`config.mk`:
```
export PLATFORM = sky130hd
export DESIGN_NAME = rlb_ctrl
export DESIGN_NICKNAME = d
export VERILOG_FILES = /design/src/hw/rtl/rlb_pkg.sv /design/src/hw/rtl/rlb_ctrl.sv
export SDC_FILE = /design/constraint.sdc
export NUM_CORES = 1
export LEC_CHECK = 0
export BUFFER_PORTS_ARGS = -buffer_cell sky130_fd_sc_hd__buf_2
export CAP_MARGIN = 20
export CORE_ASPECT_RATIO = 1.1
export CORE_MARGIN = 10
export CORE_UTILIZATION = 25
export DETAILED_ROUTE_END_ITERATION = 10
export PLACE_DENSITY_LB_ADDON = 0.15
export SLEW_MARGIN = 10
export SYNTH_ARGS = -nofsm -noshare
export SYNTH_HDL_FRONTEND = slang
export SYNTH_SLANG_ARGS = --single-unit
```
`constraint.sdc`:
```
create_clock -name clk -period 1.55 [get_ports clk]
set_input_delay 0.0775 -clock clk [delete_from_list [all_inputs] [get_ports clk]]
set_output_delay 0.0775 -clock clk [all_outputs]
set_load 0.05 [all_outputs]
```
`src/hw/rtl/rlb_pkg.sv`:
```
// rate limiter with blacklist: shared types, constants and helper functions
// used by rlb_ctrl, rlb_dp and ip_rate_limiter_blacklist_core
package rlb_pkg;

  localparam logic [31:0] NS_PER_SEC = 32'd1000000000;

  // configuration register indexes
  localparam logic [1:0] CFG_ENABLE      = 2'd0;
  localparam logic [1:0] CFG_RATE_LIMIT  = 2'd1;
  localparam logic [1:0] CFG_BAN_SECONDS = 2'd2;

  // verdict codes
  localparam logic [1:0] VERDICT_ALLOW   = 2'd0;
  localparam logic [1:0] VERDICT_BLOCKED = 2'd1;
  localparam logic [1:0] VERDICT_NEW_BAN = 2'd2;

  // datapath operations issued by the controller
  typedef enum logic [3:0] {
    OP_NONE,
    OP_LOAD,
    OP_LIM,
    OP_BSCAN,
    OP_BEL,
    OP_BDEC,
    OP_SSCAN,
    OP_SHIT,
    OP_MCNT,
    OP_MLO,
    OP_MHI,
    OP_ACC,
    OP_SDEC,
    OP_SMISS,
    OP_EMIT
  } op_t;

  // datapath status back to the controller
  typedef struct packed {
    logic enable;
    logic ban_hit;
    logic ban_miss;
    logic ban_expired;
    logic seen_hit;
    logic seen_miss;
  } status_t;

  // elapsed time, zero when time runs backwards
  function automatic logic [62:0] elapsed(input logic [62:0] now, input logic [62:0] then_t);
    elapsed = (now >= then_t) ? (now - then_t) : 63'd0;
  endfunction

  // saturating counter increment
  function automatic logic [31:0] sat_inc(input logic [31:0] v);
    sat_inc = (v == 32'hFFFF_FFFF) ? v : v + 32'd1;
  endfunction

endpackage

```
`src/hw/rtl/rlb_ctrl.sv`:
```
// rate limiter controller: sequences lookups, arithmetic and the output
// register; drives rlb_dp through op codes from rlb_pkg
module rlb_ctrl (
  input  logic             clk,
  input  logic             rst,
  input  logic             in_valid,
  output logic             in_ready,
  output logic             out_valid,
  input  logic             out_ready,
  input  rlb_pkg::status_t status,
  output rlb_pkg::op_t     op
);
  import rlb_pkg::*;

  typedef enum logic [3:0] {
    S_IDLE, S_LIM, S_BSCAN, S_BEL, S_BDEC, S_SSCAN, S_SHIT,
    S_MCNT, S_MLO, S_MHI, S_ACC, S_SDEC, S_SMISS, S_FIN
  } state_t;

  state_t state;
  state_t state_next;
  logic   out_free;

  assign in_ready = (state == S_IDLE);
  assign out_free = !out_valid || out_ready;

  // next state and datapath op
  always_comb begin
    state_next = state;
    op = OP_NONE;
    case (state)
      S_IDLE: if (in_valid) begin
        op = OP_LOAD;
        state_next = status.enable ? S_LIM : S_FIN;
      end
      S_LIM: begin
        op = OP_LIM;
        state_next = S_BSCAN;
      end
      S_BSCAN: begin
        op = OP_BSCAN;
        if (status.ban_hit) state_next = S_BEL;
        else if (status.ban_miss) state_next = S_SSCAN;
      end
      S_BEL: begin
        op = OP_BEL;
        state_next = S_BDEC;
      end
      S_BDEC: begin
        op = OP_BDEC;
        state_next = status.ban_expired ? S_SSCAN : S_FIN;
      end
      S_SSCAN: begin
        op = OP_SSCAN;
        if (status.seen_hit) state_next = S_SHIT;
        else if (status.seen_miss) state_next = S_SMISS;
      end
      S_SHIT: begin
        op = OP_SHIT;
        state_next = S_MCNT;
      end
      S_MCNT: begin
        op = OP_MCNT;
        state_next = S_MLO;
      end
      S_MLO: begin
        op = OP_MLO;
        state_next = S_MHI;
      end
      S_MHI: begin
        op = OP_MHI;
        state_next = S_ACC;
      end
      S_ACC: begin
        op = OP_ACC;
        state_next = S_SDEC;
      end
      S_SDEC: begin
        op = OP_SDEC;
        state_next = S_FIN;
      end
      S_SMISS: begin
        op = OP_SMISS;
        state_next = S_FIN;
      end
      S_FIN: if (out_free) begin
        op = OP_EMIT;
        state_next = S_IDLE;
      end
      default: state_next = S_IDLE;
    endcase
  end

  // state and output valid
  always_ff @(posedge clk) begin
    if (rst) begin
      state     <= S_IDLE;
      out_valid <= 1'b0;
    end else begin
      state <= state_next;
      if (state == S_FIN && out_free) out_valid <= 1'b1;
      else if (out_ready) out_valid <= 1'b0;
    end
  end

`ifndef SYNTH
  a_leave_idle: assert property (@(posedge clk) disable iff (rst)
    (in_valid && in_ready) |=> (state == S_LIM || state == S_FIN))
    else $error("accepted item did not start work");
  a_emit: assert property (@(posedge clk) disable iff (rst)
    $rose(out_valid) |-> $past(state == S_FIN))
    else $error("result shown outside finish");
  a_no_overwrite: assert property (@(posedge clk) disable iff (rst)
    (op == OP_EMIT) |-> out_free)
    else $error("result overwritten while waiting");
`endif

endmodule

```
Yosys cells after proc, flatten, opt, wreduce, memory -nomap -nowiden
Index checks and enable logic that the tools add are counted.

storage, ports and cells
  input port bits = 10
  output and inout port bits = 6
  word-level logic and storage cells = 40
  bits in registers = 5

operators by class
  eq/ne operators = 17
  reductions and logical operators = 7
  multiplexer cells = 14

operators by type and width
  cell                  count
  $pmux W4 S14          1
  $pmux W4 S13          1
  $mux W4               9
  $eq A4 B4 Y1 const B  6
  $eq A4 B3 Y1 const B  4
  $eq A4 B2 Y1 const B  2
  $ne A3 B3 Y1 const B  2
  $eq A4 B1 Y1 const B  1
  $logic_not A4 Y1      1
  $ne A2 B2 Y1 const B  2
  $reduce_and A4 Y1     1
  $mux W1               3
  $reduce_bool A2 Y1    1
  $reduce_or A2 Y1      1
  $logic_and A1 B1 Y1   1
  $logic_not A1 Y1      1
  $logic_or A1 B1 Y1    1

Depth between registers and ports, before layout
Gate-level depths: netlist of run 1.

  depth in word-level cells = 4
  depth in mapped cells = 7

Worst setup path after synthesis of run 1
No wires, ideal clock.

  path type = reg-to-output
  start point = reg state[0]
  end point = out in_ready
  path slack = -682 ps
  data arrival time = 2,155 ps
  path buffers = 2
  stages on the path, launching flop included = 4
  path through = dfxtp_1 -> buf_4 -> clkbuf_1 -> nor4_1

on the way
  longest elaborated chain between the ends = 1

ends and longest elaborated chain
  what                    line             text
  start, declared         rlb_ctrl.sv:20   state_t state;
  start signal, assigned  rlb_ctrl.sv:100  state <= state_next;
  $logic_not A4 Y1        rlb_ctrl.sv:24   assign in_ready = (state == S_IDLE);
  end, declared           rlb_ctrl.sv:7    output logic in_ready,

No other way between the ends.

Worst setup path in the final report of run 1
  start point = reg state[1]
  end point = out op[0]

on the way
  longest elaborated chain between the ends = 2
  elaborated cells on any way between the ends = 15
  classes of those cells = eq/ne: 13; mux: 1; reduce/logical: 1

ends and longest elaborated chain
  what                                  line            text
  $eq A4 B4 Y1 (tied with other cells)  rlb_ctrl.sv:31  case (state)
  $pmux W4 S14 (*)                      rlb_ctrl.sv:31
  end, declared                         rlb_ctrl.sv:11  output rlb_pkg::op_t op

Mark *: on every way between the ends. The rest lies on a longest branch, timed or not.

==> results.json, run 1 <==
{
  "r2r_cells": 4,
  "clock-sinks": 5,
  "r2r_slack_ns": 0.09,
  "cap_viol_max_count": 0,
  "antenna_found_initial": 0,
  "dieWidth_um": 61.0,
  "ctsHoldBuffers": 0,
  "slowest_delay_ns": 0.35,
  "hold_ws_ns": 0.0558,
  "track_usage_pct": 6.73,
  "dp_cells": 101,
  "layout_setup_ws_ns": 0.0881,
  "slew_headroom_pct": 73.3,
  "cts.reportedPaths.clkPinSlew_ns": 0.04,
  "synthToLayoutAreaGrowth_pct": 42.2,
  "crit_type": "reg2out",
  "nets": 98,
  "portBuffers": 15,
  "startpoint": "state[1]$_SDFFE_PP0P_",
  "synth.avg_cell_area_um2": 6.81,
  "globalRouteMet1Util_pct": 8.00,
  "ys_seq_area_share_pct": 21.6,
  "power_density_nw_per_um2": 2430,
  "path_cells": "buf_4, nor4_1, nor3_2, buf_2",
  "cts_tree": "yes",
  "drive_above_1_share_pct": 46.0,
  "path_delay_family": "buffers and inverters",
  "ant_nets": 0,
  "core_um2": 1760,
  "final_cell_mix": "13 x buf_2, 9 x buf_4, 7 x nand2_1, 7 x a21oi_1, 6 x nor2_1",
  "rsz0062_at_grt": "no",
  "path_buf_inv": 2,
  "ys_types": 29,
  "cpMaxStageDelayCell": "dfxtp_2",
  "cp-start-kind": "flop",
  "worstPathArrival_ns": 1.38,
  "finalInstanceArea_um2": 658,
  "start_util_pct": 26.3,
  "dr.pass1.iters": 4,
  "worstPathRequired_ns": 1.47,
  "peakVddDrop_mv": 0.829,
  "hold_viol": 0,
  "htreeDepth": 1,
  "power_mw": 1.60,
  "synth_area_um2": 463,
  "die_area_um2": 3970,
  "end_kind": "output port",
  "finalSetupTns_ns": 0,
  "pre_cts_ws_ns": 0.0678,
  "root_buffer": "clkbuf_4",
  "placed_area_um2": 606,
  "worstReg2RegStart": "state[2]$_SDFFE_PP0P_",
  "grt_pass1_wl_um": 2150,
  "vias_per_cell": 5.10,
  "final.setup_skew_ns": 0.000682,
  "fp.dieH_um": 65.1,
  "fill_cells": 195,
  "setup_viol": 0,
  "grt.busiest_layer": "met2",
  "status": "finished clean",
  "layout_commonest_cell": "buf_2",
  "grt_pass1_vias": 498,
  "worst-path-max-fanout": 11,
  "syn_inst": 68,
  "critical_path_depth": 4,
  "post-route-drc-count": 0,
  "grt_use_met3_pct": 2.69,
  "ys_warn_count": 0,
  "antenna_cells": 0,
  "postLayoutCoreUtil_pct": 37.4,
  "p_leak_nw": 0.280,
  "hpwl_um": 1040,
  "post_cts_buffers": 0,
  "vias": 536,
  "synth_fp_nets": 78,
  "min_path_type": "in2reg",
  "grt_max_degree": 16,
  "grt_overflow": 0,
  "routed_wl_um": 1310,
  "reg2reg_to": "state[3]$_SDFFE_PP0P_",
  "gp_congestion": 0.762,
  "drt_iter0_drc": 8,
  "clock_path_buffers": 2,
  "pin_count": 16,
  "cts_made_buffers": 3,
  "worstSkewPairLatency_ns": 0.24,
  "endpoint": "op[0]",
  "rows": 16,
  "maxSlewViolCount": 0,
  "tightest_slew_ns": 0.391,
  "min_period_ns": 1.46,
  "fin_crit_sh_pct": 94.3,
  "final_cell_count_no_fill": 105,
  "fmax_ghz": 0.684,
  "wl_per_cell_um": 12.5,
  "use_met2_pct": 10.1,
  "synth-seq-cells": 5
}
power breakdown:
part | switching, mW | internal [mW]
sequential | 0.0625 | 0.182
clock | 0.0489 | 0.0970
combinational | 0.759 | 0.450
cells by family after synthesis:
| logic type | count (synthesis) | synth area share [%] |
|---|---|---|
| buf+inv | 9 | 9.19 |
| flops | 5 | 21.6 |
| simple gates | 30 | 33.8 |
| compound gates | 24 | 35.4 |
worst register-to-register path, stage by stage, from the launching register on:
cell and delay (ns):
dfxtp_2 0.36, or4_1 0.52, o211ai_2 0.23, o21bai_1 0.15, a21oi_1 0.08
synth_stat cells, drive strengths merged:
cell     n  share of area [%]
o21bai   1                1.6
nor2b    3                4.1
nor4bb   1                2.2
inv      2                1.6
a2111oi  1                1.9
o21ai    4                4.3
nand4    1                1.4
dfxtp    5                 22
o21a     1                1.6
buf      5                5.9
o22a     2                3.8
and3     2                2.7
nand2b   3                4.1
nand2    8                7.0
o211ai   1                2.7
clkbuf   2                1.6
nor4     2                2.7
a21oi    9                 11
a31oi    2                2.7
or4      1                1.6
nor3     3                3.2
a211oi   1                1.6
o221ai   1                1.9
a211o    1                1.9
nor2     6                4.9
how the worst min path moves through the flow:
stage	endpoint	from	depth (start not counted)
6_report	state[2]$_SDFFE_PP0P_	rst	2
5_1_grt	state[2]$_SDFFE_PP0P_	rst	2
4_1_cts	state[2]$_SDFFE_PP0P_	rst	2
3_5_place_dp	state[2]$_SDFFE_PP0P_	rst	2
3_3_place_gp	state[2]$_SDFFE_PP0P_	rst	2
2_1_floorplan	state[0]$_SDFFE_PP0P_	rst	1
per-layer routing:
layer / wire length (µm) / vias to the layer above
li1: - / 286
met1: 589 / 243
met2: 642 / 7
met3: 79 / 0
met4: 0 / 0
met5: 0 / -
state kept, by name, summed over array words and instances, names as in the netlist:
signal / flops
out_valid: 1
state: 4
area by class of cell:
cell class	instances	area [µm²]	share of cell area, %
Multi-Input combinational cell	54	367	55.7
Inverter	2	7.51	1.14
Tap cell	18	22.5	3.42
Clock buffer	4	26.3	3.99
Sequential cell	5	103	15.6
Timing Repair Buffer	22	133	20.2
repair_timing:
item                       4_1_cts  5_1_grt
setup endpoints to repair        2        4
gates resized for setup          4        5
hold endpoints to repair         0        0
Note: power is estimated with default switching activity, not from simulation.
==> inputs of run 2 (changes only) <==
BUFFER_PORTS_ARGS = -buffer_cell sky130_fd_sc_hd__buf_4   (was -buffer_cell sky130_fd_sc_hd__buf_2)
GPL_TIMING_DRIVEN = 0   (was default)
==> run 2 against run 1 <==
  * Combinational power is 15% higher
  * Largest cell class unchanged
  * Critical path depth rose by 1
  * First-iteration DRC count increased by 25%
  * Sequential power fell by 11%
  * Non-clock buffer count stayed put
  * Global-route usage up 0.15 points
  * Via count up 1.9%
  * Cell count unchanged
  * Total power is 9.8% higher
  * Sequential cell count is the same
  * Wire length is 7.6% higher
  * Hold slack lost 0.018 ns
==> results.json, run 2 (same netlist as run 1, synthesis figures left out) <==
{
  "dp_cells": 101,
  "worstPathRequired_ns": 1.47,
  "clock_path_buffers": 2,
  "final_cell_mix": "14 x buf_4, 7 x nand2_1, 7 x a21oi_1",
  "antenna_cells": 0,
  "dr.pass1.iters": 3,
  "worstSkewPairLatency_ns": 0.24,
  "clkPwrFrac_pct": 8.3,
  "fin_crit_sh_pct": 96.7,
  "crit_type": "reg2out",
  "highest_layer": "met3",
  "die_area_um2": 3970,
  "gp_congestion": 0.779,
  "hold_viol": 0,
  "pre_cts_ws_ns": 0.0373,
  "wl_met3_um": 57,
  "cts.reportedPaths.clkPinSlew_ns": 0.04,
  "grt_max_degree": 11,
  "p_comb_share_pct": 79.3,
  "grt_pass1_wl_um": 2250,
  "vias": 546,
  "worst-path-max-fanout": 10,
  "swShare_pct": 52.6,
  "grt_pass1_vias": 498,
  "synthToLayoutAreaGrowth_pct": 57.8,
  "vias_per_cell": 5.20,
  "drive_above_1_share_pct": 47.1,
  "largest_reg_flops": 4,
  "cts_tree": "yes",
  "final-seq-area_um2": 103,
  "final.setup_skew_ns": 0.00226,
  "wl_per_cell_um": 13.4,
  "final_cell_count_no_fill": 105,
  "power_density_nw_per_um2": 2400,
  "cp-start-kind": "flop",
  "min_period_ns": 1.50,
  "hpwl_um": 1070,
  "min_path_type": "in2reg",
  "p_leak_nw": 0.297,
  "peakVddDrop_mv": 0.893,
  "cts_made_buffers": 3,
  "start_util_pct": 26.3,
  "p_int_uw": 834,
  "clock-sinks": 5,
  "layout_setup_ws_ns": 0.0512,
  "seqPwrFrac_pct": 12.4,
  "status": "finished clean",
  "end_kind": "output port",
  "reg_top3": "state: 4 flops, out_valid: 1 flops",
  "slowest_delay_ns": 0.29,
  "maxSlewViolCount": 0,
  "routed_wl_um": 1410,
  "multi_input_area_um2": 384,
  "slew_headroom_pct": 74.9,
  "routed-wl-met2_um": 702,
  "power_mw": 1.76,
  "track_usage_pct": 6.88,
  "core_um2": 1760,
  "nets": 98,
  "dieWidth_um": 61.0,
  "layout_commonest_cell": "buf_4",
  "grt_overflow": 0,
  "fp.dieH_um": 65.1,
  "pin_count": 16,
  "worstPathArrival_ns": 1.42,
  "ctsHoldBuffers": 0,
  "path_cells": "clkbuf_4, buf_8, and3_4, a211oi_4, buf_6",
  "finalSetupTns_ns": 0,
  "p_sw_uw": 924,
  "rsz0062_at_grt": "yes",
  "cpMaxStageDelayCell": "dfxtp_1",
  "met1_length_um": 650,
  "post-route-drc-count": 0,
  "setup_viol": 0,
  "fill_cells": 200,
  "rows": 16,
  "portBuffers": 15,
  "htreeDepth": 1,
  "drt_iter0_drc": 10,
  "antenna_found_initial": 0,
  "regMostFlops": "state",
  "ant_nets": 0,
  "fmax_ghz": 0.667,
  "tightest_slew_ns": 0.368,
  "root_buffer": "clkbuf_4",
  "cap_viol_max_count": 0
}
run 2: cell count changes in the layout (fill, tap and decap cells not counted), moves of 3 or more:
cell      previous run  this run
buf_2               13         0
buf_4                9        14
buf_6                0         4
clkbuf_4             3         6
run 2: area by class of cell:
class | count | area share (%)
inverter | 2 | 1.03
timing repair buffer | 15 | 16.4
tap | 18 | 3.08
buffer | 7 | 9.25
multi-input combinational | 54 | 52.6
sequential | 5 | 14.0
clock buffer | 4 | 3.60
run 2: power by group through the flow:
stage          Combinational, mW  Sequential, mW  Clock [mW]
4_1_cts                     1.31           0.207       0.153
3_3_place_gp                1.24           0.209           0
6_report                    1.39           0.217       0.146
2_1_floorplan              0.955           0.204           0
3_5_place_dp                1.24           0.209           0
5_1_grt                     1.51           0.222       0.159
run 2: what timing repair did:
| item | in CTS | in global routing |
|---|---|---|
| setup buffers | 0 | 0 |
| setup endpoints to repair | 4 | 5 |
| pin swaps | 0 | 2 |
| gates resized for setup | 10 | 15 |
| cloned | 0 | 0 |
run 2: worst paths after layout:
| path | from | endpoint | slack [ns] | cells past startpoint |
|---|---|---|---|---|
| max reg2reg | state[3]$_SDFFE_PP0P_ | state[3]$_SDFFE_PP0P_ | 0.06 | 4 |
| min | rst | state[2]$_SDFFE_PP0P_ | 0.04 | 2 |
| max | state[1]$_SDFFE_PP0P_ | op[2] | 0.05 | 5 |
| min reg2reg | state[3]$_SDFFE_PP0P_ | state[3]$_SDFFE_PP0P_ | 0.62 | 2 |
run 2: critical path: cells and delay by family (launching register included):
family | cells | cell delay [ns]
flip-flops | 1 | 0.29
buffers and inverters | 3 | 0.51
AO/OA/AOI/OAI | 1 | 0.20
AND/OR/NAND/NOR | 1 | 0.18
run 2: routing by layer:
metal  global-route usage (%)  up-vias
met5                        0        -
met4                     2.47        0
met3                     1.73        0
met2                     9.97        7
met1                     9.42      248
li1                         -      291
run 2: per-stage QoR:
stage | area (µm²) | hold slack, ns | utilization [%]
2_1_floorplan | 490 | 0.140 | -
3_3_place_gp | 626 | 0.281 | 35.5
3_5_place_dp | 626 | 0.287 | 35.5
4_1_cts | 683 | 0.0361 | 38.8
5_1_grt | 731 | 0.0361 | 41.5
6_report | 731 | 0.0382 | 41.5
